## config.mk

```make
export PLATFORM = sky130hd
export DESIGN_NAME = lgi_front
export DESIGN_NICKNAME = d
export VERILOG_FILES = /design/src/design/lagrange_interpolator_defines.svh /design/src/design/lgi_pkg.sv /design/src/design/lgi_front.sv
export SDC_FILE = /design/constraint.sdc
export NUM_CORES = 1
export LEC_CHECK = 0
export ABC_CLOCK_PERIOD_IN_PS = 9590
export BUFFER_PORTS_ARGS = -buffer_cell sky130_fd_sc_hd__buf_4
export CORE_AREA = 5 5 141 176
export CTS_CLUSTER_DIAMETER = 40
export DETAILED_ROUTE_END_ITERATION = 6
export DIE_AREA = 0 0 146 181
export PLACE_DENSITY = 0.55
export REMOVE_ABC_BUFFERS = 1
export SLEW_MARGIN = 20
export SYNTH_ARGS = -nofsm -noshare
export SYNTH_HDL_FRONTEND = slang
export SYNTH_SLANG_ARGS = --single-unit
export TNS_END_PERCENT = 1
```

## constraint.sdc

```tcl
create_clock -name clk_i -period 9.59 [get_ports clk_i]
set_clock_uncertainty 0.2 [all_clocks]
set_input_delay 1.918 -clock clk_i [delete_from_list [all_inputs] [get_ports clk_i]]
set_output_delay 1.918 -clock clk_i [all_outputs]
set_load 0.005 [all_outputs]
```

## src/design/lagrange_interpolator_defines.svh

```systemverilog
// Assertion macros for the Lagrange interpolator.
`ifndef LAGRANGE_INTERPOLATOR_DEFINES_SVH
`define LAGRANGE_INTERPOLATOR_DEFINES_SVH
// Check a property on every clock edge outside reset.
`define LGI_ASSERT(lbl, prop, msg) \
  lbl: assert property (@(posedge clk_i) disable iff (!rst_ni) prop) else $error(msg);
// Check a property on every clock edge, reset included.
`define LGI_ASSERT_ALWAYS(lbl, prop, msg) \
  lbl: assert property (@(posedge clk_i) prop) else $error(msg);
`endif

```

## src/design/lgi_pkg.sv

```systemverilog
// Shared types, constants and codes of the Lagrange interpolator.
`default_nettype none
package lgi_pkg;
  localparam int MAX_NODES  = 8;
  localparam int IDX_W      = $clog2(MAX_NODES);
  localparam int CNT_W      = $clog2(MAX_NODES + 1);
  localparam int FIFO_DEPTH = 2;
  localparam int FCNT_W     = $clog2(FIFO_DEPTH + 1);
  localparam int NUM_W      = 50;
  localparam int DEN_W      = 33;

  localparam logic [3:0]  NODE_COUNT_RST = 4'd6;
  localparam logic signed [63:0] ONE_Q16 = 64'sd65536;
  localparam logic [55:0] ACC_LIMIT = {56{1'b1}};

  localparam logic CMD_LOAD = 1'b0;
  localparam logic CMD_EVAL = 1'b1;

  localparam logic [1:0] STAT_OK      = 2'd0;
  localparam logic [1:0] STAT_DIVZERO = 2'd1;
  localparam logic [1:0] STAT_SAT     = 2'd2;

  localparam logic REG_NODE_COUNT = 1'b0;

  typedef struct packed {
    logic               cmd;
    logic [2:0]         idx;
    logic signed [31:0] x;
    logic signed [31:0] y;
    logic signed [31:0] q;
  } req_t;

  typedef struct packed {
    logic busy;
    logic out_pending;
  } back_stat_t;

  typedef enum logic [3:0] {
    ST_IDLE, ST_DUPK, ST_DUPI, ST_TK, ST_TI, ST_DIV, ST_MP, ST_MY, ST_FIN, ST_OUT
  } state_e;
endpackage
`default_nettype wire

```

## src/design/lgi_front.sv

```systemverilog
// Request intake: accepts requests and queues them for the sequencer.
`default_nettype none
module lgi_front (
  input  wire logic                     clk_i,
  input  wire logic                     rst_ni,
  input  wire logic                     in_valid_i,
  output logic                          in_stall_o,
  input  wire logic                     command_i,
  input  wire logic [2:0]               node_index_i,
  input  wire logic signed [31:0]       node_x_i,
  input  wire logic signed [31:0]       node_y_i,
  input  wire logic signed [31:0]       query_x_i,
  output lgi_pkg::req_t                 req_o,
  output logic                          req_valid_o,
  input  wire logic                     req_pop_i,
  output logic [lgi_pkg::FCNT_W-1:0]    count_o
);
  lgi_pkg::req_t                  mem_q [lgi_pkg::FIFO_DEPTH];
  logic                           wr_ptr_q, rd_ptr_q;
  logic [lgi_pkg::FCNT_W-1:0]     cnt_q;
  logic                           push, pop;

  assign in_stall_o  = (cnt_q == lgi_pkg::FCNT_W'(lgi_pkg::FIFO_DEPTH));
  assign push        = in_valid_i && !in_stall_o;
  assign req_valid_o = (cnt_q != '0);
  assign pop         = req_pop_i && req_valid_o;
  assign req_o       = mem_q[rd_ptr_q];
  assign count_o     = cnt_q;

  always_ff @(posedge clk_i) begin
    if (push) begin
      mem_q[wr_ptr_q] <= '{cmd: command_i, idx: node_index_i, x: node_x_i,
                           y: node_y_i, q: query_x_i};
    end
  end

  always_ff @(posedge clk_i or negedge rst_ni) begin
    if (!rst_ni) begin
      wr_ptr_q <= 1'b0;
      rd_ptr_q <= 1'b0;
      cnt_q    <= '0;
    end else begin
      if (push) wr_ptr_q <= !wr_ptr_q;
      if (pop)  rd_ptr_q <= !rd_ptr_q;
      if (push && !pop)      cnt_q <= cnt_q + 1'b1;
      else if (pop && !push) cnt_q <= cnt_q - 1'b1;
    end
  end
endmodule
`default_nettype wire

```

# Word level (Yosys, flattened, before mapping)

Memory sizes are Yosys's and may differ from the RTL's.
Index checks and enable logic that the tools add are counted.

Register bits after elaboration: 4
Latch bits: 0
Bits in writable memories: 200
Bits in read-only memories: 0
Input port bits: 104
Logic and storage cells: 22
Memories kept: 1

Add/subtract/negate cells: 2
Multiply operators: 0
Div/mod/pow operators: 0
$lt $le $gt $ge: 0
Eq/ne operators: 1
Shifts and indexed selects: 0
Mux-type cells: 4
Bitwise gates (word level): 0
Reductions and logical operators: 11

Memory list:

| memory | depth | bits a word | rd ports | clocked after Yosys merged registers in | write ports | line            | RTL |
|---|---|---|---|---|---|---|---|
| mem_q  | 2     | 100         | 1        | 0                                       | 1           | lgi_front.sv:18 | `lgi_pkg::req_t mem_q [lgi_pkg::FIFO_DEPTH];` |

Operators with widths:

| cell                                                               | number |
|---|---|
| 1-bit zero test                                                    | 5 |
| 1-bit logical AND                                                  | 4 |
| 2-bit 2-to-1 mux                                                   | 2 |
| 2-bit nonzero test                                                 | 2 |
| 2-bit by 1-bit adder with 2-bit output, second input constant      | 1 |
| 2-bit equality test, second input constant                         | 1 |
| 1-bit 2-to-1 mux                                                   | 2 |
| 2-bit by 1-bit subtractor with 2-bit output, second input constant | 1 |

# Depth between registers and ports, before layout

Gate-level depths: netlist (run 1).

Depth in word-level cells: 7
Depth in mapped cells: 7
Mapped depth without buffers: 7

# Worst setup path before layout (run 1)

Ideal clock, no wire load.

Path kind: input to register
From: input port in_valid_i
To: memory mem_q[0][0] in the netlist's numbering, enable pin
Arrival time: 6169 ps
Slack: 2661 ps
Stages: 2
Buffers on the path: 0
Path through: nand2_1 nor2_1

Word-level cells in the longest chain between the ends: 3

RTL lines:

| element                                | line            | RTL |
|---|---|---|
| start, declared                        | lgi_front.sv:6  | `input wire logic in_valid_i,` |
| 1-bit logical AND                      | lgi_front.sv:24 | `assign push = in_valid_i && !in_stall_o;` |
| 1-bit 2-to-1 mux                       | lgi_front.sv:31 | `if (push) begin` |
| 1-bit 2-to-1 mux (implied by the code) | lgi_front.sv:32 | `mem_q[wr_ptr_q] <= '{cmd: command_i, idx: node_index_i, x: node_x_i,` |
| end, declared                          | lgi_front.sv:18 |  |

Every way passes these cells.

==> results of run 1 <==
## registers in the layout, indices dropped and copies added, names as in the netlist
register / cells
mem_q: 200
count_o: 2
rd_ptr_q: 1
wr_ptr_q: 1
## worst paths after layout
kind | to | slack [ns] | cells after the start
worst max register to register | mem_q[0][10]$_DFFE_PP_ | 6.55 | 4
worst max-delay path | req_o[83] | 4.37 | 3
worst min register to register | count_o[1]$_DFFE_PN0P_ | 0.35 | 1
max in group asynchronous | rd_ptr_q$_DFFE_PN0P_ | 8.08 | 1
worst min-delay path | count_o[1]$_DFFE_PN0P_ | 0.35 | 1
min in group asynchronous | count_o[0]$_DFFE_PN0P_ | 0.99 | 1
## power by group through the flow
stage / Combinational [uW] / Sequential, uW / Clock, uW
finish: 965 / 1340 / 951
global route: 1030 / 1360 / 1020
CTS: 993 / 1340 / 981
detailed placement: 989 / 1360 / 0
global placement: 982 / 1350 / 0
floorplan: 576 / 1390 / 0
## per-layer routing
metal	vias to the layer above	GRT usage
li1	1762	-
met3	25	0.03559
met5	-	0
met1	1885	0.1271
met4	2	0.03163
met2	139	0.2075
## cell usage in the layout, fill, tap and decap left out
master,netlist,routed
mux2_4,90,90
clkinv_1,0,5
ha_1,1,1
and3_4,0,1
inv_8,0,3
dfrtp_1,4,3
clkbuf_1,0,3
nand2b_1,1,1
inv_6,0,4
clkinv_2,0,2
xor2_1,2,2
edfxtp_1,200,200
nor2_1,2,1
clkinv_4,0,2
nor2_4,0,1
mux2_2,10,10
inv_1,2,2
dfrtp_4,0,1
buf_4,0,210
bufinv_16,0,2
xnor2_1,3,3
clkbuf_16,0,27
nand2_1,2,2
or2_2,1,1
clkinvlp_4,0,1
## logic make-up (layout without fill, tap and decap cells)
logic type	Yosys count	count (layout)	synth area share
buffers and inverters	13	261	0.02593
xor gates and xnor gates	5	5	0.005570
muxes	100	100	0.1862
DFF	204	204	0.7765
adders and majority gates	1	1	0.001591
and+or+nand+nor	7	7	0.004298
## synth_stat cells
cell / number / area share
nor2_1: 2 / 0.00096
inv_1: 2 / 0.00096
mux2_4: 90 / 0.17
buf_2: 1 / 0.00064
mux2_2: 10 / 0.014
xor2_1: 2 / 0.0022
and3_1: 1 / 0.00080
nand2_1: 2 / 0.00096
buf_12: 9 / 0.023
edfxtp_1: 200 / 0.76
or2_2: 1 / 0.00080
nand2b_1: 1 / 0.00080
ha_1: 1 / 0.0016
buf_6: 1 / 0.0014
xnor2_1: 3 / 0.0033
dfrtp_1: 4 / 0.013
## worst max-delay path, delay by kind of cell (launching register included)
kind,cells,cell delay (ns)
muxes,1,0.41
buffers and inverters,2,0.94
DFF,1,1.10
## cell type report
type                       count  area [um^2]  share of cell area
sequential                   204         6110              0.5824
timing repair buffer         210         1577              0.1503
multi-input combinational    113         1567              0.1493
clock buffer                  30        686.9             0.06548
tap                          288        360.3             0.03435
clock inverter                19        182.7             0.01741
inverter                       2        7.507           0.0007156
## per-stage QoR
step / total power [uW] / setup WS [ns] / hold WS, ns / area, um^2 / utilization
3_3_place_gp: 2329 / 4.914 / 0.3304 / 9620 / 0.4204
2_1_floorplan: 1963 / 2.661 / 0.2604 / 7667 / -
5_1_grt: 3411 / 4.243 / 0.3735 / 10490 / 0.4584
3_5_place_dp: 2349 / 4.897 / 0.3376 / 9620 / 0.4204
4_1_cts: 3317 / 4.321 / 0.3475 / 10490 / 0.4584
6_report: 3252 / 4.369 / 0.3457 / 10490 / 0.4584
==> results.json, run 1 <==
{
  "outcome": "finished clean",
  "clk_path_buf_depth": 3,
  "max_slew_margin": 0.2995,
  "holdCritStartpoint": "count_o[1]$_DFFE_PN0P_",
  "route.met3.wl_mm": 1.126,
  "end_kind": "output port",
  "peakVddDrop_v": 0.0003433,
  "num_antenna_cells": 0,
  "ant_nets": 0,
  "initial_core_util": 0.3436,
  "drt_iter0_drc": 156,
  "dieArea_um2": 26430,
  "met2_length_mm": 8.412,
  "hold_viol_final": 0,
  "clk_pin_slew_ns": 0.05,
  "cts_root_buf": "clkbuf_16",
  "place.gp.congestion": 0.7196,
  "die_h_um": 181,
  "ctsHoldBuffers": 0,
  "comb_power_share": 0.297,
  "seq_area_frac_synth": 0.7765,
  "powerDensity_nw_per_um2": 310.0,
  "ys_ff_latch": 204,
  "crit_path_max_incr_delay_ns": 1.10,
  "dpl.hpwl_mm": 10.42,
  "critPathRequiredTime_ns": 7.47,
  "clock_sinks": 204,
  "cts_tree": "done",
  "antenna_found_initial": 1,
  "first_pass_iters": 4,
  "cts_resized": 0,
  "worst_pin_slew_ns": 1.051,
  "drc": 0,
  "synthCells": 330,
  "cts_setup_buffers": 0,
  "finalSetupTns_ns": 0,
  "worstSetupPathType": "reg -> out",
  "worst-path-max-fanout": 54,
  "grt_pass1_wl_mm": 23.83,
  "final_nets": 663,
  "cts_buffers": 27,
  "leakage_uw": 0.004174,
  "n_fill_cell": 1962,
  "switchingPower_uw": 863.6,
  "cpMaxStageDelayCell": "dfrtp_4",
  "final_cells": 866,
  "critical_path_arrival_ns": 3.10,
  "top_layer": "met5",
  "crit_chain": "buf_4, mux2_2, buf_4",
  "grt_overflow": 0,
  "finalSetupViolations": 0,
  "routed_wl_mm": 15.71,
  "period_minus_slack_ns": 5.221,
  "rr_startpoint": "count_o[0]$_DFFE_PN0P_",
  "synthToLayoutAreaGrowth_pct": 33.40,
  "grt_util_all_layers": 0.1134,
  "rsz0062_at_grt": "no",
  "portBuffers": 207,
  "maxCapViolCount": 0,
  "internal_power_uw": 2389,
  "grt_max_degree": 75,
  "core_um2": 22880,
  "route.vias.total": 3813,
  "max_freq_ghz": 0.1915,
  "wl_met1_mm": 5.859,
  "placed_cells": 817,
  "fin_crit_sh": 0.5444,
  "cp-startpoint": "rd_ptr_q$_DFFE_PN0P_",
  "die_w_um": 146,
  "critPathMostFrequentCell": "buf_4",
  "wl_per_cell_um": 18.14,
  "startpoint_type": "flip-flop",
  "swShare": 0.2655,
  "syn_area_um2": 7864,
  "rows": 62,
  "synth.distinct_cells": 16,
  "io_pins": 208,
  "grt_pass1_vias": 4414,
  "seqPwrFrac": 0.411,
  "routed_via_density": 4.403,
  "drv_slew": 0,
  "yosysWarningCount": 0,
  "clk_latency_ns": 0.51,
  "htreeDepth": 1,
  "drive_gt1_frac": 0.6142,
  "syn_area_per_cell_um2": 23.83,
  "pwr-share-clk": 0.292,
  "hold_path.class": "reg -> reg"
}
(Power assumes the default switching activity.)
==> run 2, diff against run 1 <==
--- a/config.mk
+++ b/config.mk
@@ -5,7 +5,7 @@
 export SDC_FILE = /design/constraint.sdc
 export NUM_CORES = 1
 export LEC_CHECK = 0
-export ABC_CLOCK_PERIOD_IN_PS = 9590
+export ABC_CLOCK_PERIOD_IN_PS = 5100
 export BUFFER_PORTS_ARGS = -buffer_cell sky130_fd_sc_hd__buf_4
 export CORE_AREA = 5 5 141 176
 export CTS_CLUSTER_DIAMETER = 40
==> constraint.sdc (replaced) <==
create_clock -name clk_i -period 5.1 [get_ports clk_i]
set_clock_uncertainty 0.2 [all_clocks]
set_input_delay 1.02 -clock clk_i [delete_from_list [all_inputs] [get_ports clk_i]]
set_output_delay 1.02 -clock clk_i [all_outputs]
set_load 0.005 [all_outputs]
==> run 2 against run 1 <==
Net effect:
- critical path depth stayed put
- sequential cell count did not move
- non-clock buffer count increased by 2
- routed wire length rose by 1.7%
- global-route usage grew 0.24 points
- clock power increased by 110%
- power is 96% higher
- count of clock-buffer cells in the layout is 3 higher
- cell area rose by 1.9%
- highest routed layer is now met4
==> results.json, run 2 (synthesis gave the netlist of run 1 again) <==
{
  "clk_path_buf_depth": 3,
  "drive_gt1_frac": 0.6265,
  "rows": 62,
  "drt_iter0_drc": 104,
  "final_cells": 877,
  "peakVddDrop_v": 0.0003134,
  "drc": 0,
  "critPathTopFamily": "flip-flops",
  "cts_root_buf": "clkbuf_16",
  "outcome": "finished clean",
  "end_kind": "output port",
  "io_pins": 208,
  "startpoint_type": "flip-flop",
  "initial_core_util": 0.3436,
  "critical_path_arrival_ns": 2.44,
  "route.vias.total": 3874,
  "htreeDepth": 1,
  "drv_slew": 0,
  "hold_viol_final": 0,
  "finalSetupViolations": 0,
  "cts_setup_buffers": 0,
  "maxCapViolCount": 0,
  "portBuffers": 207,
  "final_cell_mix": "buf_4, edfxtp_1, mux2_4",
  "largest-register": "mem_q",
  "dpl.hpwl_mm": 10.64,
  "core_um2": 22880,
  "crit_chain": "buf_12, mux2_2, buf_4",
  "routed_wl_mm": 15.97,
  "cpMaxStageDelayCell": "dfrtp_4",
  "layout_commonest_cell": "buf_4",
  "path_depth": 3,
  "max_freq_ghz": 0.2733,
  "clk_pin_slew_ns": 0.06,
  "powerDensity_nw_per_um2": 596.1,
  "leakage_uw": 0.004266,
  "final.setup.worst_slack_ns": 1.442,
  "antenna_found_initial": 0,
  "fin_crit_sh": 0.7173,
  "grt_pass1_vias": 4430,
  "clock_sinks": 204,
  "worst-path-max-fanout": 71,
  "cts_buffers": 31,
  "grt_pass1_wl_mm": 24.36,
  "grt_overflow": 0,
  "clk_latency_ns": 0.53,
  "post-place-ws_ns": 1.948,
  "finalSetupTns_ns": 0,
  "die_h_um": 181,
  "rsz0062_at_grt": "no",
  "grt_max_degree": 72,
  "grt_util_all_layers": 0.1158,
  "final_nets": 669,
  "first_pass_iters": 4,
  "synthToLayoutAreaGrowth_pct": 35.93,
  "worst-path-buf-inv": 2,
  "largest_reg_flops": 200,
  "reg2reg_depth": 4,
  "wl_per_cell_um": 18.21,
  "cts_tree": "done",
  "placed_cells": 819,
  "ant_nets": 0,
  "cts_resized": 0,
  "routed_via_density": 4.417,
  "dieArea_um2": 26430,
  "period_minus_slack_ns": 3.658,
  "die_w_um": 146,
  "crit_path_max_incr_delay_ns": 0.80,
  "num_antenna_cells": 0,
  "critPathRequiredTime_ns": 3.88,
  "max_slew_margin": 0.3241,
  "worstSetupPathType": "reg -> out",
  "worst_pin_slew_ns": 1.011,
  "place.gp.congestion": 0.6980,
  "hold_path.class": "in -> async",
  "ctsHoldBuffers": 0
}
run 2: cell types whose count changed in the layout (fill, tap and decap cells not counted):
cell,change
clkbuf_16,+4
inv_6,+2
clkinv_2,+3
clkinv_4,+3
clkbuf_1,-1
clkinvlp_4,+2
clkinv_1,-2
inv_8,-3
buf_12,+2
bufinv_16,+1
run 2: path summary, 6_finish.rpt:
check	start	endpoint	slack (ns)
max reg2reg	count_o[0]$_DFFE_PN0P_	mem_q[0][31]$_DFFE_PP_	2.53
min in group clk_i	wr_ptr_q$_DFFE_PN0N_	wr_ptr_q$_DFFE_PN0N_	0.35
max	rd_ptr_q$_DFFE_PN0P_	req_o[89]	1.44
max in group asynchronous	rst_ni	rd_ptr_q$_DFFE_PN0P_	4.47
min reg2reg	wr_ptr_q$_DFFE_PN0N_	wr_ptr_q$_DFFE_PN0N_	0.35
min	rst_ni	count_o[0]$_DFFE_PN0P_	0.09
run 2: final cells by class:
class	count	area [um^2]
clock buffers	33	783.3
fillers	1910	12200
well taps	288	360.3
repair buffers	212	1617
inverters	2	7.507
flip-flops and latches	204	6110
clock inverters	25	245.2
multi-input cells	113	1567
run 2: where the power goes:
part	switching (uW)	internal, uW
clock network	760	1280
registers	162	2300
logic	763	1110
run 2: worst register-to-register path: stages (launching register included):
cell and delay (ns):
dfrtp_1 0.45, nand2b_1 0.20, nand2_1 0.15, nor2_4 0.79
buf_4 0.46
run 2: routing by layer:
layer  track usage  up-vias  wire length [um]
li1              -     1786                 -
met1        0.1249     1927              5963
met2        0.2138      139              8427
met3       0.04286       22              1338
met4       0.03012        0               243
met5             0        -                 0
run 2: per-stage QoR:
| stage | total power, uW | hold slack (ns) | area, um^2 | util |
|---|---|---|---|---|
| floorplan | 3691 | 0.2604 | 7667 | - |
| global placement | 4392 | 0.3357 | 9661 | 0.4221 |
| detailed placement | 4426 | 0.3418 | 9661 | 0.4221 |
| CTS | 6501 | 0.05002 | 10690 | 0.4671 |
| global route | 6698 | 0.05209 | 10690 | 0.4671 |
| finish | 6371 | 0.08530 | 10690 | 0.4671 |
==> run 3, diff against run 2 <==
--- a/config.mk
+++ b/config.mk
@@ -5,7 +5,7 @@
 export SDC_FILE = /design/constraint.sdc
 export NUM_CORES = 1
 export LEC_CHECK = 0
-export ABC_CLOCK_PERIOD_IN_PS = 5100
+export ABC_CLOCK_PERIOD_IN_PS = 3800
 export BUFFER_PORTS_ARGS = -buffer_cell sky130_fd_sc_hd__buf_4
 export CORE_AREA = 5 5 141 176
 export CTS_CLUSTER_DIAMETER = 40
==> constraint.sdc (replaced) <==
create_clock -name clk_i -period 3.8 [get_ports clk_i]
set_clock_uncertainty 0.2 [all_clocks]
set_input_delay 0.76 -clock clk_i [delete_from_list [all_inputs] [get_ports clk_i]]
set_output_delay 0.76 -clock clk_i [all_outputs]
set_load 0.005 [all_outputs]
==> run 3 against run 2 <==
Net effect:
- worst setup slack got worse by 0.84 ns
- routed wire length decreased by 0.88%
- utilization is 0.39 points lower
- sequential power increased by 35%
- clock power is 22% higher
- critical path depth unchanged
- combinational power is 36% higher
- count of clock-buffer cells in the layout down 5
==> results.json, run 3 (synthesis gave the netlist of run 1 again) <==
{
  "cts_setup_buffers": 0,
  "end_kind": "output port",
  "first_pass_iters": 4,
  "peakVddDrop_v": 0.0004464,
  "regToRegEndpoint": "mem_q[1][72]$_DFFE_PP_",
  "crit_path_max_incr_delay_ns": 0.82,
  "final_nets": 667,
  "cts_buffers": 26,
  "io_pins": 208,
  "num_antenna_cells": 0,
  "route.vias.total": 3853,
  "dpl-instance-area_um2": 9688,
  "worst_pin_slew_ns": 0.7633,
  "initial_core_util": 0.3436,
  "routed_via_density": 4.429,
  "grt_pass1_vias": 4378,
  "grt_max_degree": 55,
  "routed_wl_mm": 15.83,
  "cts_resized": 0,
  "hold_depth": 1,
  "hold_path.class": "in -> reg",
  "post-place-ws_ns": 1.067,
  "hold_viol_final": 0,
  "startpoint_type": "flip-flop",
  "powerDensity_nw_per_um2": 786.4,
  "clk_latency_ns": 0.51,
  "final_cell_mix": "buf_4, edfxtp_1, mux2_4",
  "largest_reg_flops": 200,
  "die_w_um": 146,
  "period_minus_slack_ns": 3.196,
  "clk_pin_slew_ns": 0.06,
  "portBuffers": 207,
  "whs_ns": 0.2329,
  "layout_commonest_cell": "buf_4",
  "comb_power_share": 0.305,
  "max_freq_ghz": 0.3129,
  "drive_gt1_frac": 0.6220,
  "core_um2": 22880,
  "rows": 62,
  "crit_chain": "buf_4, mux2_2, buf_4",
  "htreeDepth": 1,
  "ant_nets": 0,
  "regToRegSetupSlack_ns": 1.60,
  "clk_path_buf_depth": 3,
  "critPathMostFrequentCell": "buf_4",
  "critical_path_arrival_ns": 2.24,
  "reg2reg_depth": 3,
  "worst-path-max-fanout": 31,
  "cpMaxStageDelayCell": "dfrtp_4",
  "pwr-share-clk": 0.298,
  "finalSetupViolations": 0,
  "max_slew_margin": 0.4911,
  "rsz0062_at_grt": "no",
  "swShare": 0.2597,
  "place.gp.congestion": 0.6966,
  "holdCritStartpoint": "node_y_i[13]",
  "clock_sinks": 204,
  "switchingPower_uw": 2165,
  "critPathRequiredTime_ns": 2.84,
  "outcome": "finished clean",
  "drv_slew": 0,
  "placed_cells": 821,
  "cts_tree": "done",
  "grt_pass1_wl_mm": 24.01,
  "final_cells": 870,
  "dieArea_um2": 26430,
  "leakage_uw": 0.004232,
  "final.setup.worst_slack_ns": 0.6037,
  "maxCapViolCount": 0,
  "n_fill_cell": 1957,
  "min_to": "mem_q[1][45]$_DFFE_PP_",
  "antenna_found_initial": 1,
  "final_area_um2": 10600,
  "drt_iter0_drc": 132,
  "worstSetupPathType": "reg -> out",
  "dpl.hpwl_mm": 10.71,
  "drc": 0,
  "die_h_um": 181,
  "rr_startpoint": "count_o[0]$_DFFE_PN0P_",
  "wl_per_cell_um": 18.20,
  "largest-register": "mem_q",
  "synthToLayoutAreaGrowth_pct": 34.78,
  "finalSetupTns_ns": 0,
  "cts_root_buf": "clkbuf_16",
  "grt_util_all_layers": 0.1141,
  "internal_power_uw": 6170,
  "fin_crit_sh": 0.8411,
  "seqPwrFrac": 0.397,
  "grt_overflow": 0
}
run 3: changes by cell type in the layout (fill, tap and decap cells not counted), moves of 2 or more:
cell        before  now
clkinv_4         5    1
clkinvlp_4       3    1
inv_6            6    2
clkinv_2         5    8
clkbuf_16       31   27
run 3: final cells by class:
cell class | count | area, um^2 | area share
sequential | 204 | 6110 | 0.5764
timing repair buffer | 215 | 1654 | 0.1561
multi-input combinational | 113 | 1567 | 0.1478
clock buffer | 28 | 679.4 | 0.06410
tap | 288 | 360.3 | 0.03400
clock inverter | 20 | 221.5 | 0.02089
inverter | 2 | 7.507 | 0.0007083
run 3: how the worst max path moves through the flow:
stage | startpoint | to | slack (ns) | cells past startpoint
after floorplan | in_valid_i | mem_q[0][0]$_DFFE_PP_ | -1.97 | 2
after global placement | rd_ptr_q$_DFFE_PN0P_ | req_o[89] | 1.11 | 3
after detailed placement | rd_ptr_q$_DFFE_PN0P_ | req_o[89] | 1.07 | 3
after CTS | rd_ptr_q$_DFFE_PN0P_ | req_o[89] | 0.50 | 3
after global routing | rd_ptr_q$_DFFE_PN0P_ | req_o[89] | 0.47 | 3
final | rd_ptr_q$_DFFE_PN0P_ | req_o[89] | 0.60 | 3
run 3: critical path: cells and delay by family (launching register included):
| kind | cells | cell delay, ns |
|---|---|---|
| mux | 1 | 0.38 |
| buf+inv | 2 | 0.52 |
| flops | 1 | 0.82 |
run 3: timing repair:
item	CTS	global route
hold endpoints to repair	4	0
endpoints found under the setup margin	0	0
hold buffers	1	0
run 3: routing by layer:
layer  GRT usage  routed length [um]
met1      0.1288                5979
met2      0.2012                8152
met3     0.04261                1349
met4     0.03502                 341
met5           0                   8
run 3: stage by stage:
stage                     power (uW)    util
after floorplan                 4953       -
after global placement          5926  0.4233
after detailed placement        5973  0.4233
after CTS                       8506  0.4631
after global routing            8752  0.4631
final                           8334  0.4631
run 3: power by group through the flow:
stage / clock (uW) / combinational [uW] / sequential [uW]
floorplan: 0 / 1450 / 3500
global placement: 0 / 2590 / 3340
detailed placement: 0 / 2610 / 3370
CTS: 2560 / 2620 / 3320
global route: 2670 / 2720 / 3360
finish: 2480 / 2540 / 3310
