### config.mk
export PLATFORM = sky130hd
export DESIGN_NAME = lgi_back
export DESIGN_NICKNAME = d
export VERILOG_FILES = /design/src/design/lagrange_interpolator_defines.svh /design/src/design/lgi_pkg.sv /design/src/design/lgi_div.sv /design/src/design/lgi_mul.sv /design/src/design/lgi_back.sv
export SDC_FILE = /design/constraint.sdc
export NUM_CORES = 2
export LEC_CHECK = 0
export BUFFER_PORTS_ARGS = -buffer_cell sky130_fd_sc_hd__buf_2
export CORE_MARGIN = 4
export CORE_UTILIZATION = 57
export DETAILED_ROUTE_END_ITERATION = 8
export PLACE_DENSITY = 0.7
export SLEW_MARGIN = 20
export SYNTH_ARGS = -nofsm -noshare
export SYNTH_HDL_FRONTEND = slang
export SYNTH_HIERARCHICAL = 1
export SYNTH_SLANG_ARGS = --single-unit
### constraint.sdc
create_clock -name clk_i -period 17.5 [get_ports clk_i]
set_input_delay 3.5 -clock clk_i [delete_from_list [all_inputs] [get_ports clk_i]]
set_output_delay 3.5 -clock clk_i [all_outputs]
set_load 0.01 [all_outputs]
### src/design/lagrange_interpolator_defines.svh
// Assertion macros for the Lagrange interpolator.
`ifndef LAGRANGE_INTERPOLATOR_DEFINES_SVH
`define LAGRANGE_INTERPOLATOR_DEFINES_SVH
// Check a property on every clock edge outside reset.
`define LGI_ASSERT(lbl, prop, msg) \
  lbl: assert property (@(posedge clk_i) disable iff (!rst_ni) prop) else $error(msg);
// Check a property on every clock edge, reset included.
`define LGI_ASSERT_ALWAYS(lbl, prop, msg) \
  lbl: assert property (@(posedge clk_i) prop) else $error(msg);
`endif

### src/design/lgi_pkg.sv
// Shared types, constants and codes of the Lagrange interpolator.
`default_nettype none
package lgi_pkg;
  localparam int MAX_NODES  = 8;
  localparam int IDX_W      = $clog2(MAX_NODES);
  localparam int CNT_W      = $clog2(MAX_NODES + 1);
  localparam int FIFO_DEPTH = 2;
  localparam int FCNT_W     = $clog2(FIFO_DEPTH + 1);
  localparam int NUM_W      = 50;
  localparam int DEN_W      = 33;

  localparam logic [3:0]  NODE_COUNT_RST = 4'd6;
  localparam logic signed [63:0] ONE_Q16 = 64'sd65536;
  localparam logic [55:0] ACC_LIMIT = {56{1'b1}};

  localparam logic CMD_LOAD = 1'b0;
  localparam logic CMD_EVAL = 1'b1;

  localparam logic [1:0] STAT_OK      = 2'd0;
  localparam logic [1:0] STAT_DIVZERO = 2'd1;
  localparam logic [1:0] STAT_SAT     = 2'd2;

  localparam logic REG_NODE_COUNT = 1'b0;

  typedef struct packed {
    logic               cmd;
    logic [2:0]         idx;
    logic signed [31:0] x;
    logic signed [31:0] y;
    logic signed [31:0] q;
  } req_t;

  typedef struct packed {
    logic busy;
    logic out_pending;
  } back_stat_t;

  typedef enum logic [3:0] {
    ST_IDLE, ST_DUPK, ST_DUPI, ST_TK, ST_TI, ST_DIV, ST_MP, ST_MY, ST_FIN, ST_OUT
  } state_e;
endpackage
`default_nettype wire

### src/design/lgi_div.sv
// Restoring signed divider, one quotient bit per cycle, truncating toward zero.
`default_nettype none
module lgi_div (
  input  wire logic                              clk_i,
  input  wire logic                              rst_ni,
  input  wire logic                              start_i,
  input  wire logic signed [lgi_pkg::NUM_W-1:0]  num_i,
  input  wire logic signed [lgi_pkg::DEN_W-1:0]  den_i,
  output logic signed [lgi_pkg::NUM_W-1:0]       quo_o,
  output logic                                   done_o
);
  localparam int NM = lgi_pkg::NUM_W - 1;
  localparam int DM = lgi_pkg::DEN_W;

  logic [NM-1:0] nmag_q, quo_q, quo_d;
  logic [DM-1:0] dmag_q;
  logic [DM-1:0] rem_q, rem_d;
  logic [DM:0]   rem_sh;
  logic [5:0]    cnt_q;
  logic          busy_q, neg_q, done_q;
  logic signed [lgi_pkg::NUM_W-1:0] res_q;
  logic signed [lgi_pkg::NUM_W-1:0] num_abs;
  logic signed [lgi_pkg::DEN_W-1:0] den_abs;

  assign num_abs = num_i[lgi_pkg::NUM_W-1] ? -num_i : num_i;
  assign den_abs = den_i[lgi_pkg::DEN_W-1] ? -den_i : den_i;

  always_comb begin
    rem_sh = {rem_q, nmag_q[NM-1]};
    if (rem_sh >= {1'b0, dmag_q}) begin
      rem_d = DM'(rem_sh - {1'b0, dmag_q});
      quo_d = {quo_q[NM-2:0], 1'b1};
    end else begin
      rem_d = rem_sh[DM-1:0];
      quo_d = {quo_q[NM-2:0], 1'b0};
    end
  end

  always_ff @(posedge clk_i) begin
    if (start_i) begin
      nmag_q <= num_abs[NM-1:0];
      dmag_q <= den_abs[DM-1:0];
      rem_q  <= '0;
      quo_q  <= '0;
      neg_q  <= num_i[lgi_pkg::NUM_W-1] ^ den_i[lgi_pkg::DEN_W-1];
    end else if (busy_q) begin
      nmag_q <= {nmag_q[NM-2:0], 1'b0};
      rem_q  <= rem_d;
      quo_q  <= quo_d;
      if (cnt_q == '0) res_q <= neg_q ? -$signed({1'b0, quo_d}) : $signed({1'b0, quo_d});
    end
  end

  always_ff @(posedge clk_i or negedge rst_ni) begin
    if (!rst_ni) begin
      busy_q <= 1'b0;
      cnt_q  <= '0;
      done_q <= 1'b0;
    end else begin
      done_q <= 1'b0;
      if (start_i) begin
        busy_q <= 1'b1;
        cnt_q  <= 6'(NM - 1);
      end else if (busy_q) begin
        cnt_q <= cnt_q - 1'b1;
        if (cnt_q == '0) begin
          busy_q <= 1'b0;
          done_q <= 1'b1;
        end
      end
    end
  end

  assign quo_o  = res_q;
  assign done_o = done_q;
endmodule
`default_nettype wire

### src/design/lgi_mul.sv
// Q16.16 magnitude multiplier over four 32x32 partial products, with clamp.
`default_nettype none
module lgi_mul (
  input  wire logic               clk_i,
  input  wire logic               rst_ni,
  input  wire logic               start_i,
  input  wire logic signed [63:0] a_i,
  input  wire logic signed [63:0] b_i,
  output logic signed [63:0]      prod_o,
  output logic                    sat_o,
  output logic                    done_o
);
  logic [63:0]  ua_q, ub_q;
  logic         neg_q, busy_q, done_q, sat_q;
  logic [2:0]   step_q;
  logic [127:0] acc_q, pp_sh;
  logic [63:0]  pp;
  logic [31:0]  opa, opb;
  logic         clamp;
  logic [55:0]  mag;
  logic signed [63:0] res_q;

  assign opa = step_q[1] ? ua_q[63:32] : ua_q[31:0];
  assign opb = step_q[0] ? ub_q[63:32] : ub_q[31:0];
  assign pp  = opa * opb;

  always_comb begin
    unique case (step_q[1:0])
      2'd0:    pp_sh = {64'd0, pp};
      2'd3:    pp_sh = {pp, 64'd0};
      default: pp_sh = {32'd0, pp, 32'd0};
    endcase
  end

  assign clamp = |acc_q[127:72];
  assign mag   = clamp ? lgi_pkg::ACC_LIMIT : acc_q[71:16];

  always_ff @(posedge clk_i) begin
    if (start_i) begin
      ua_q  <= a_i[63] ? 64'(-a_i) : 64'(a_i);
      ub_q  <= b_i[63] ? 64'(-b_i) : 64'(b_i);
      neg_q <= a_i[63] ^ b_i[63];
      acc_q <= '0;
    end else if (busy_q && !step_q[2]) begin
      acc_q <= acc_q + pp_sh;
    end else if (busy_q) begin
      res_q <= neg_q ? -$signed({8'd0, mag}) : $signed({8'd0, mag});
      sat_q <= clamp;
    end
  end

  always_ff @(posedge clk_i or negedge rst_ni) begin
    if (!rst_ni) begin
      busy_q <= 1'b0;
      step_q <= '0;
      done_q <= 1'b0;
    end else begin
      done_q <= 1'b0;
      if (start_i) begin
        busy_q <= 1'b1;
        step_q <= '0;
      end else if (busy_q) begin
        step_q <= step_q + 1'b1;
        if (step_q[2]) begin
          busy_q <= 1'b0;
          done_q <= 1'b1;
        end
      end
    end
  end

  assign prod_o = res_q;
  assign sat_o  = sat_q;
  assign done_o = done_q;
endmodule
`default_nettype wire

### src/design/lgi_back.sv
// Sequencer: node store, duplicate check, basis products and term sum.
`default_nettype none
module lgi_back (
  input  wire logic                      clk_i,
  input  wire logic                      rst_ni,
  input  wire lgi_pkg::req_t             req_i,
  input  wire logic                      req_valid_i,
  output logic                           req_pop_o,
  input  wire logic [lgi_pkg::CNT_W-1:0] n_i,
  output logic                           out_valid_o,
  input  wire logic                      out_stall_i,
  output logic signed [31:0]             result_y_o,
  output logic [1:0]                     status_o,
  output lgi_pkg::back_stat_t            stat_o
);
  localparam int IW = lgi_pkg::IDX_W;
  localparam int CW = lgi_pkg::CNT_W;

  lgi_pkg::state_e state_q, state_d;
  logic [31:0]        xs_q [lgi_pkg::MAX_NODES];
  logic [31:0]        ys_q [lgi_pkg::MAX_NODES];
  logic [CW-1:0]      k_q, i_q, k_nx, i_nx;
  logic signed [31:0] xk_q, qx_q, xr, yk, res_q;
  logic signed [31:0] out_y_q;
  logic [1:0]         out_st_q;
  logic signed [63:0] p_q, sum_q, mul_b, mul_res;
  logic [1:0]         stat_q;
  logic               sat_q, out_valid_q;
  logic [IW-1:0]      rd_idx;
  logic signed [32:0] diffq, den;
  logic signed [lgi_pkg::NUM_W-1:0] num, div_res;
  logic               div_start, div_done, mul_start, mul_done, mul_sat, fire;

  assign k_nx   = k_q + 1'b1;
  assign i_nx   = i_q + 1'b1;
  assign rd_idx = (state_q == lgi_pkg::ST_DUPK || state_q == lgi_pkg::ST_TK) ?
                  k_q[IW-1:0] : i_q[IW-1:0];
  assign xr     = $signed(xs_q[rd_idx]);
  assign yk     = $signed(ys_q[k_q[IW-1:0]]);
  assign diffq  = 33'(qx_q) - 33'(xr);
  assign den    = 33'(xk_q) - 33'(xr);
  assign num    = {diffq[32], diffq, 16'd0};
  assign mul_b  = (state_q == lgi_pkg::ST_DIV) ? 64'(div_res) : 64'(yk);

  lgi_div u_div (
    .clk_i, .rst_ni, .start_i(div_start), .num_i(num), .den_i(den),
    .quo_o(div_res), .done_o(div_done)
  );

  lgi_mul u_mul (
    .clk_i, .rst_ni, .start_i(mul_start), .a_i(p_q), .b_i(mul_b),
    .prod_o(mul_res), .sat_o(mul_sat), .done_o(mul_done)
  );

  always_comb begin
    state_d   = state_q;
    req_pop_o = 1'b0;
    div_start = 1'b0;
    mul_start = 1'b0;
    fire      = 1'b0;
    unique case (state_q)
      lgi_pkg::ST_IDLE: begin
        if (req_valid_i) begin
          req_pop_o = 1'b1;
          if (req_i.cmd == lgi_pkg::CMD_EVAL) state_d = lgi_pkg::ST_DUPK;
        end
      end
      lgi_pkg::ST_DUPK: state_d = (k_nx >= n_i) ? lgi_pkg::ST_TK : lgi_pkg::ST_DUPI;
      lgi_pkg::ST_DUPI: begin
        priority if (xr == xk_q) state_d = lgi_pkg::ST_OUT;
        else if (i_nx >= n_i)    state_d = lgi_pkg::ST_DUPK;
        else                     state_d = lgi_pkg::ST_DUPI;
      end
      lgi_pkg::ST_TK: state_d = (k_q >= n_i) ? lgi_pkg::ST_FIN : lgi_pkg::ST_TI;
      lgi_pkg::ST_TI: begin
        if (i_q >= n_i) begin
          mul_start = 1'b1;
          state_d   = lgi_pkg::ST_MY;
        end else if (i_q != k_q) begin
          div_start = 1'b1;
          state_d   = lgi_pkg::ST_DIV;
        end
      end
      lgi_pkg::ST_DIV: begin
        if (div_done) begin
          mul_start = 1'b1;
          state_d   = lgi_pkg::ST_MP;
        end
      end
      lgi_pkg::ST_MP:  if (mul_done) state_d = lgi_pkg::ST_TI;
      lgi_pkg::ST_MY:  if (mul_done) state_d = lgi_pkg::ST_TK;
      lgi_pkg::ST_FIN: state_d = lgi_pkg::ST_OUT;
      lgi_pkg::ST_OUT: begin
        if (!out_valid_q || !out_stall_i) begin
          fire    = 1'b1;
          state_d = lgi_pkg::ST_IDLE;
        end
      end
      default: state_d = lgi_pkg::ST_IDLE;
    endcase
  end

  // Node store: written by load requests only, never cleared.
  always_ff @(posedge clk_i) begin
    if (state_q == lgi_pkg::ST_IDLE && req_valid_i && req_i.cmd == lgi_pkg::CMD_LOAD &&
        {1'b0, req_i.idx} < 4'(lgi_pkg::MAX_NODES)) begin
      xs_q[req_i.idx[IW-1:0]] <= req_i.x;
      ys_q[req_i.idx[IW-1:0]] <= req_i.y;
    end
  end

  always_ff @(posedge clk_i) begin
    unique case (state_q)
      lgi_pkg::ST_IDLE: begin
        qx_q  <= req_i.q;
        sum_q <= '0;
      end
      lgi_pkg::ST_DUPK, lgi_pkg::ST_TK: begin
        xk_q <= xr;
        p_q  <= lgi_pkg::ONE_Q16;
      end
      lgi_pkg::ST_DUPI: begin
        res_q  <= '0;
        stat_q <= lgi_pkg::STAT_DIVZERO;
      end
      lgi_pkg::ST_MP: if (mul_done) p_q <= mul_res;
      lgi_pkg::ST_MY: if (mul_done) sum_q <= sum_q + mul_res;
      lgi_pkg::ST_FIN: begin
        priority if (sum_q > 64'sh7FFF_FFFF) begin
          res_q  <= 32'sh7FFF_FFFF;
          stat_q <= lgi_pkg::STAT_SAT;
        end else if (sum_q < -64'sh8000_0000) begin
          res_q  <= 32'sh8000_0000;
          stat_q <= lgi_pkg::STAT_SAT;
        end else begin
          res_q  <= sum_q[31:0];
          stat_q <= sat_q ? lgi_pkg::STAT_SAT : lgi_pkg::STAT_OK;
        end
      end
      default: ;
    endcase
  end

  // Output register: hold the offered result while the next one is worked out.
  always_ff @(posedge clk_i) begin
    if (fire) begin
      out_y_q  <= res_q;
      out_st_q <= stat_q;
    end
  end

  always_ff @(posedge clk_i or negedge rst_ni) begin
    if (!rst_ni) begin
      state_q     <= lgi_pkg::ST_IDLE;
      k_q         <= '0;
      i_q         <= '0;
      sat_q       <= 1'b0;
      out_valid_q <= 1'b0;
    end else begin
      state_q <= state_d;
      unique case (state_q)
        lgi_pkg::ST_IDLE: begin
          k_q   <= '0;
          sat_q <= 1'b0;
        end
        lgi_pkg::ST_DUPK: begin
          if (k_nx >= n_i) k_q <= '0;
          else i_q <= k_nx;
        end
        lgi_pkg::ST_DUPI: begin
          if (xr != xk_q) begin
            if (i_nx >= n_i) k_q <= k_nx;
            else i_q <= i_nx;
          end
        end
        lgi_pkg::ST_TK: i_q <= '0;
        lgi_pkg::ST_TI: if (i_q < n_i && i_q == k_q) i_q <= i_nx;
        lgi_pkg::ST_MP: begin
          if (mul_done) begin
            i_q   <= i_nx;
            sat_q <= sat_q | mul_sat;
          end
        end
        lgi_pkg::ST_MY: begin
          if (mul_done) begin
            k_q   <= k_nx;
            sat_q <= sat_q | mul_sat;
          end
        end
        default: ;
      endcase
      if (fire)              out_valid_q <= 1'b1;
      else if (!out_stall_i) out_valid_q <= 1'b0;
    end
  end

  assign out_valid_o        = out_valid_q;
  assign result_y_o         = out_y_q;
  assign status_o           = out_st_q;
  assign stat_o.busy        = (state_q != lgi_pkg::ST_IDLE);
  assign stat_o.out_pending = out_valid_q;
endmodule
`default_nettype wire

**After elaboration in Yosys (flattened, before gate mapping)**

Memory sizes are Yosys's and may differ from the RTL's.
Cells that the tools add are included.

- Bitwise gates (word level): 7
- Eq/ne operators: 29
- Multiplexer cells: 83
- Shifts and indexed selects: 0
- Add/subtract/negate cells: 15
- Reductions and logical operators: 32
- $lt $le $gt $ge: 8
- Multipliers: 1
- Divide/modulo/power cells: 0

Operator list:

| operator | number |
|---|---|
| case mux 128 bit (2 select lines) | 1 |
| case mux 64 bit (2 select lines) | 2 |
| 2-to-1 mux 49 bit | 4 |
| 2-to-1 mux 64 bit | 3 |
| 2-to-1 mux 32 bit | 5 |
| adder 128 bit | 1 |
| negator 64 bit | 2 |
| 2-to-1 mux 63 bit | 2 |
| 2-to-1 mux 56 bit | 2 |
| 2-to-1 mux 4 bit | 19 |
| subtractor 32 x 32 -> 33 bit | 2 |
| adder 64 bit | 1 |
| greater-than comparator 64 x 32 -> 1 bit, second input constant | 1 |
| less-than comparator 64 x 32 -> 1 bit, second input constant | 1 |
| multiplier 32 x 32 -> 64 bit | 1 |
| negator 56 -> 64 bit | 1 |
| case mux 32 bit (2 select lines) | 1 |
| OR reduction 56 bit | 1 |
| negator 49 -> 50 bit | 1 |
| negator 49 bit | 1 |
| case mux 4 bit (10 select lines) | 1 |
| >= comparator 34 x 33 -> 1 bit | 1 |
| 2-to-1 mux 33 bit | 1 |
| negator 33 bit | 1 |
| other kinds (44) | 119 |

- Bits in read-only memories: 0
- Output and inout port bits: 38
- Latch bits: 0
- Memories: 2
- Bits in writable memories: 512
- Word-level logic and storage cells: 213
- Input port bits: 108
- Flip-flop bits (word level): 823

Memory list:

| name | depth | width | read ports | clocked after memory_dff | wr ports | line | source |
|---|---|---|---|---|---|---|---|
| xs_q | 8 | 32 | 1 | 0 | 1 | lgi_back.sv:20 | `logic [31:0] xs_q [lgi_pkg::MAX_NODES];` |
| ys_q | 8 | 32 | 1 | 0 | 1 | lgi_back.sv:21 | `logic [31:0] ys_q [lgi_pkg::MAX_NODES];` |

**Logic depth before layout (Yosys ltp)**

An unclocked memory read counts as a cell.

- Word-level depth: 8
- Depth in mapped cells: 51
- Mapped depth without buffers: 46

**By module**

The synthesis kept the hierarchy.

Modules (own cells, without submodules):

| module | seq. area each (um2) | area each (um2) | instances | cells an instance |
|---|---|---|---|---|
| lgi_mul | 8513.2 | 56255.2 | 1 | 6465 |
| lgi_back | 23532.6 | 37025.5 | 1 | 2559 |
| lgi_div | 5815.6 | 12538.3 | 1 | 1286 |

**Worst setup path before layout**

Ideal clock, no wire load.

- Kind: reg-to-reg
- Start: register u_mul.step_q[1]
- End: register u_mul.acc_q[125]
- Stages on the path, launching flop included: 47
- Buffers on the path: 4
- Required time: 17383 ps
- Arrival: 12401 ps
- Clock period less this slack: 12518 ps
- Path slack: 4982 ps
- Setup time: 117 ps
- Cells stage by stage: dfrtp_1 > clkbuf_1 > clkbuf_1 > buf_1 > mux2i_1 > clkbuf_1 > nor2_1 > fa_1 > fa_1 > fa_1 > inv_1 > fa_1 > inv_1 > fa_1 > fa_1 > fa_1 > inv_1 > fa_1 > [11 not listed] > a31oi_1 > o311ai_0 > xor2_1 > a22o_1 > ha_1 > a21oi_1 > o21a_1 > o221ai_1 > a221o_1 > and2_1 > a31o_2 > nor2_1 > o311ai_0 > a221oi_1 > o21ai_0 > a221o_1 > xor2_1 > a22o_1

- Cells in the longest elaborated chain, start to end: 4
- Elaborated cells on any way between the ends: 6
- Classes of those cells: 1 x add/sub; 1 x mul; 1 x eq/ne; 2 x mux; 1 x reduce/logical

Ends and longest elaborated chain:

| what | line | source |
|---|---|---|
| from (decl) | lgi_mul.sv:15 | `logic [2:0] step_q;` |
| from (signal assigned) | lgi_mul.sv:63 | `step_q <= step_q + 1'b1;` |
| 2-to-1 mux 32 bit | lgi_mul.sv:23 | `assign opa = step_q[1] ? ua_q[63:32] : ua_q[31:0];` |
| multiplier 32 x 32 -> 64 bit | lgi_mul.sv:25 | `assign pp = opa * opb;` |
| case mux 128 bit (2 select lines) * | lgi_mul.sv:28 | `unique case (step_q[1:0])` |
| adder 128 bit * | lgi_mul.sv:45 | `acc_q <= acc_q + pp_sh;` |
| to (signal assigned) | lgi_mul.sv:45 |  |
| to (decl) | lgi_mul.sv:16 | `logic [127:0] acc_q, pp_sh;` |

Mark *: on every way between the ends. The rest lies on a longest branch, timed or not.
A chain may end at the register's enable or synchronous reset.

**Final worst setup path**

- Start: register u_mul.step_q[0]
- End: register u_mul.acc_q[127]

- Cells in the longest elaborated chain, start to end: 4
- Elaborated cells on any way between the ends: 6
- Classes of those cells: 1 x add/sub; 1 x mul; 1 x eq/ne; 2 x mux; 1 x reduce/logical

Ends and longest elaborated chain:

| what | line | source |
|---|---|---|
| 2-to-1 mux 32 bit | lgi_mul.sv:24 | `assign opb = step_q[0] ? ub_q[63:32] : ub_q[31:0];` |
| multiplier 32 x 32 -> 64 bit | lgi_mul.sv:25 |  |
| case mux 128 bit (2 select lines) * | lgi_mul.sv:28 |  |
| adder 128 bit * | lgi_mul.sv:45 |  |

Marked as above.

==> flow_metrics.tcl <==
set metrics [dict create \
    numPortBuffers 145 \
    cp-start-kind "flop" \
    synth_mux_area_frac 0.0534 \
    status "finished clean" \
    drtIter0Drc 7554 \
    gr-total-overflow 0 \
    ys_seq_elements 1335 \
    synth_top_family_by_area "adder cells" \
    hpwl_microns 247000 \
    grt_most_used_layer "met2" \
    finalSetupViolCount 0 \
    die_area_sq_um 193000 \
    hold_viol_final 0 \
    critPathKind "reg2reg" \
    drive_gt1_frac 0.0871 \
    path_clk_slew_ps 60 \
    hold_start "res_q[10]" \
    synth_compound_area_frac 0.116 \
    wire_per_inst_microns 25.0 \
    cts_setup_buffers 0 \
    wirelength_microns 323000 \
    cpMostUsedCell "fa_1" \
    worst-endpoint-required_ps 18180 \
    syn_area_sq_um 106000 \
    grt_pass1_vias 80500 \
    crit_start "u_mul/step_q[0]" \
    end_kind "flop" \
    io_pins 146 \
    setup_tns_ps 0 \
    yosysMostFrequentCell "edfxtp_1" \
    critPathMaxFanout 42 \
    fin_skew_ps 62.1 \
    num-nets-final 11900 \
    clock_sinks 1335 \
    tightest_slew_ps 1170 \
    dr.pass1.iters 8 \
    synthSimpleGateAreaFrac 0.127 \
    die_x_microns 439 \
    die_h_microns 439 \
    fin_crit_ps 15610 \
    antenna_found_initial 25 \
    maxCapViolCount 0 \
    ant_nets 0 \
    clk_latency_ps 820 \
    viasPerCell 6.16 \
    synthCells 10300 \
    avgSynthCellArea_sq_um 10.3 \
    core-area_sq_um 184000 \
    final_max_slew_viol_count 0 \
    ctsHtreeMaxLevel 4 \
    synth_warnings 6 \
    synth_top_cell_by_area "edfxtp_1" \
    synth_flop_cell "edfxtp_1" \
    crit_slowest_cell "mux2i_2" \
    start_util 0.576 \
    gr-usage-met1 0.435 \
    gp_congestion 1.01 \
    ctsHoldBuffers 0 \
    cts_tree "built" \
    layout-area-overhead-vs-synth_pct 8.51 \
    drc 0 \
    synthTopCellsByArea "edfxtp_1 31%, fa_1 17%, ha_1 6.9%" \
    async_flop_share 0.0202 \
    num_vias 79500 \
    synth_xor_area_frac 0.0490 \
    met3_usage 0.0680 \
    crit_arrival_ps 16290 \
    clk_path_buf_depth 3 \
    critPathMaxStageDelay_ps 980 \
    grt_pass1_wl_microns 491000 \
    synth-edff-count 1099 \
    synth_top_area_frac 0.312 \
    cts_resized 0 \
    ys_top_cells_by_count "1,099 x edfxtp_1, 1,090 x inv_1, 1,075 x nand2_1, 1,067 x nor2_1, 901 x fa_1" \
    synthAdderAreaFrac 0.240 \
    grtUsageMet2 0.537 \
    slew_headroom 0.223 \
    grtUsageTotal 0.336 \
    timing.rr.start "u_mul/step_q[0]" \
    period_share 0.892 \
    grt_setup_unrepaired "no" \
    fmax_mhz 64.1 \
    hold_path.class "reg2reg" \
    rows 157 \
    yosys.cell_types.count 97 \
    cts_buffers 146 \
    ys_seq_area_frac 0.358 \
    root_buffer "clkbuf_16" \
    grt_start_max_net_pins 128 \
]
[layout by cell type, fill, tap and decap left out, drive strengths merged, types with 67 or more instances in the layout]
| cell | count |
|---|---|
| a21oi | 602 |
| o21ai | 381 |
| nand4 | 117 |
| clkbuf | 174 |
| or3 | 72 |
| inv | 1104 |
| mux2i | 162 |
| nor4 | 67 |
| mux2 | 102 |
| nor3 | 97 |
| nor2 | 1067 |
| dfxtp | 209 |
| nand3 | 81 |
| a21o | 252 |
| o31ai | 105 |
| edfxtp | 1099 |
| mux4 | 128 |
| fa | 901 |
| ha | 585 |
| xor2 | 194 |
| and2 | 152 |
| buf | 294 |
| a22o | 97 |
| nand2 | 1075 |
| xnor2 | 398 |
[sequential cells by signal, indices dropped and copies added (netlist names), 2 cells and up]
register,cells
xs_q,256
ys_q,256
u_mul/acc_q,128
p_q,64
sum_q,64
u_mul/prod_o,64
u_mul/ua_q,64
u_mul/ub_q,64
u_div/quo_o,50
u_div/nmag_q,49
u_div/quo_q,48
u_div/dmag_q,33
u_div/rem_q,33
qx_q,32
res_q,32
result_y_o,32
xk_q,32
u_div/cnt_q,6
i_q,4
k_q,4
state_q,4
u_mul/step_q,3
stat_q,2
status_o,2
[critical path: cells and delay by family, from the launching register on]
| kind | cells | cell delay [ps] |
|---|---|---|
| AOI/OAI and AO/OA | 17 | 5660 |
| xor gates and xnor gates | 1 | 460 |
| adders and majority gates | 10 | 4740 |
| buffers and inverters | 5 | 570 |
| DFF | 1 | 960 |
| muxes | 2 | 1250 |
| and+or+nand+nor | 5 | 1760 |
[path summary, 6_finish.rpt]
kind,to,slack [ps],cells after the start
worst max-delay path,u_mul/acc_q[127],1890,40
worst min-delay path,result_y_o[10],400,0
worst min register to register,result_y_o[10],400,0
max in group asynchronous,k_q[0],14030,1
min in group asynchronous,u_div/cnt_q[2],2790,1
worst max register to register,u_mul/acc_q[127],1890,40
[layout make-up]
class	instances	area [sq um]
Antenna cell	13	32.5
Clock buffer	174	3840
Clock inverter	96	1390
Fill cell	15100	69000
Inverter	1098	4120
Multi-Input combinational cell	7430	62600
Sequential cell	1335	37900
Tap cell	2464	3080
Timing Repair Buffer	294	1910
[through the flow]
step / utilization / area, sq um / hold WS [ps] / std cells / worst slack, ps
2_1_floorplan: - / 106000 / 400 / 10400 / 4980
3_3_place_gp: 0.595 / 109000 / 404 / 12600 / 2470
3_5_place_dp: 0.596 / 110000 / 405 / 12600 / 2520
4_1_cts: 0.624 / 115000 / 401 / 12900 / 2420
5_1_grt: 0.624 / 115000 / 410 / 12900 / 1590
6_report: 0.625 / 115000 / 399 / 12900 / 1890
[cells by family (layout without fill, tap and decap cells)]
family                   Yosys count  after routing
multiplexers                     392            392
flip-flops                      1335           1335
adder cells (fa/ha/maj)         1486           1486
XOR/XNOR                         592            592
other                              1             66
AND/OR/NAND/NOR                 2995           2995
buffers and inverters           1597           1662
AO/OA/AOI/OAI                   1912           1912
[routing by layer]
layer / vias up / wire [microns]
li1: 35500 / -
met1: 39600 / 126000
met2: 3495 / 149000
met3: 872 / 27500
met4: 14 / 19600
met5: - / 92
Power is left out: the tool's default activity adds up to more than one toggle a clock period on the data nets, which glitch-free logic cannot reach.
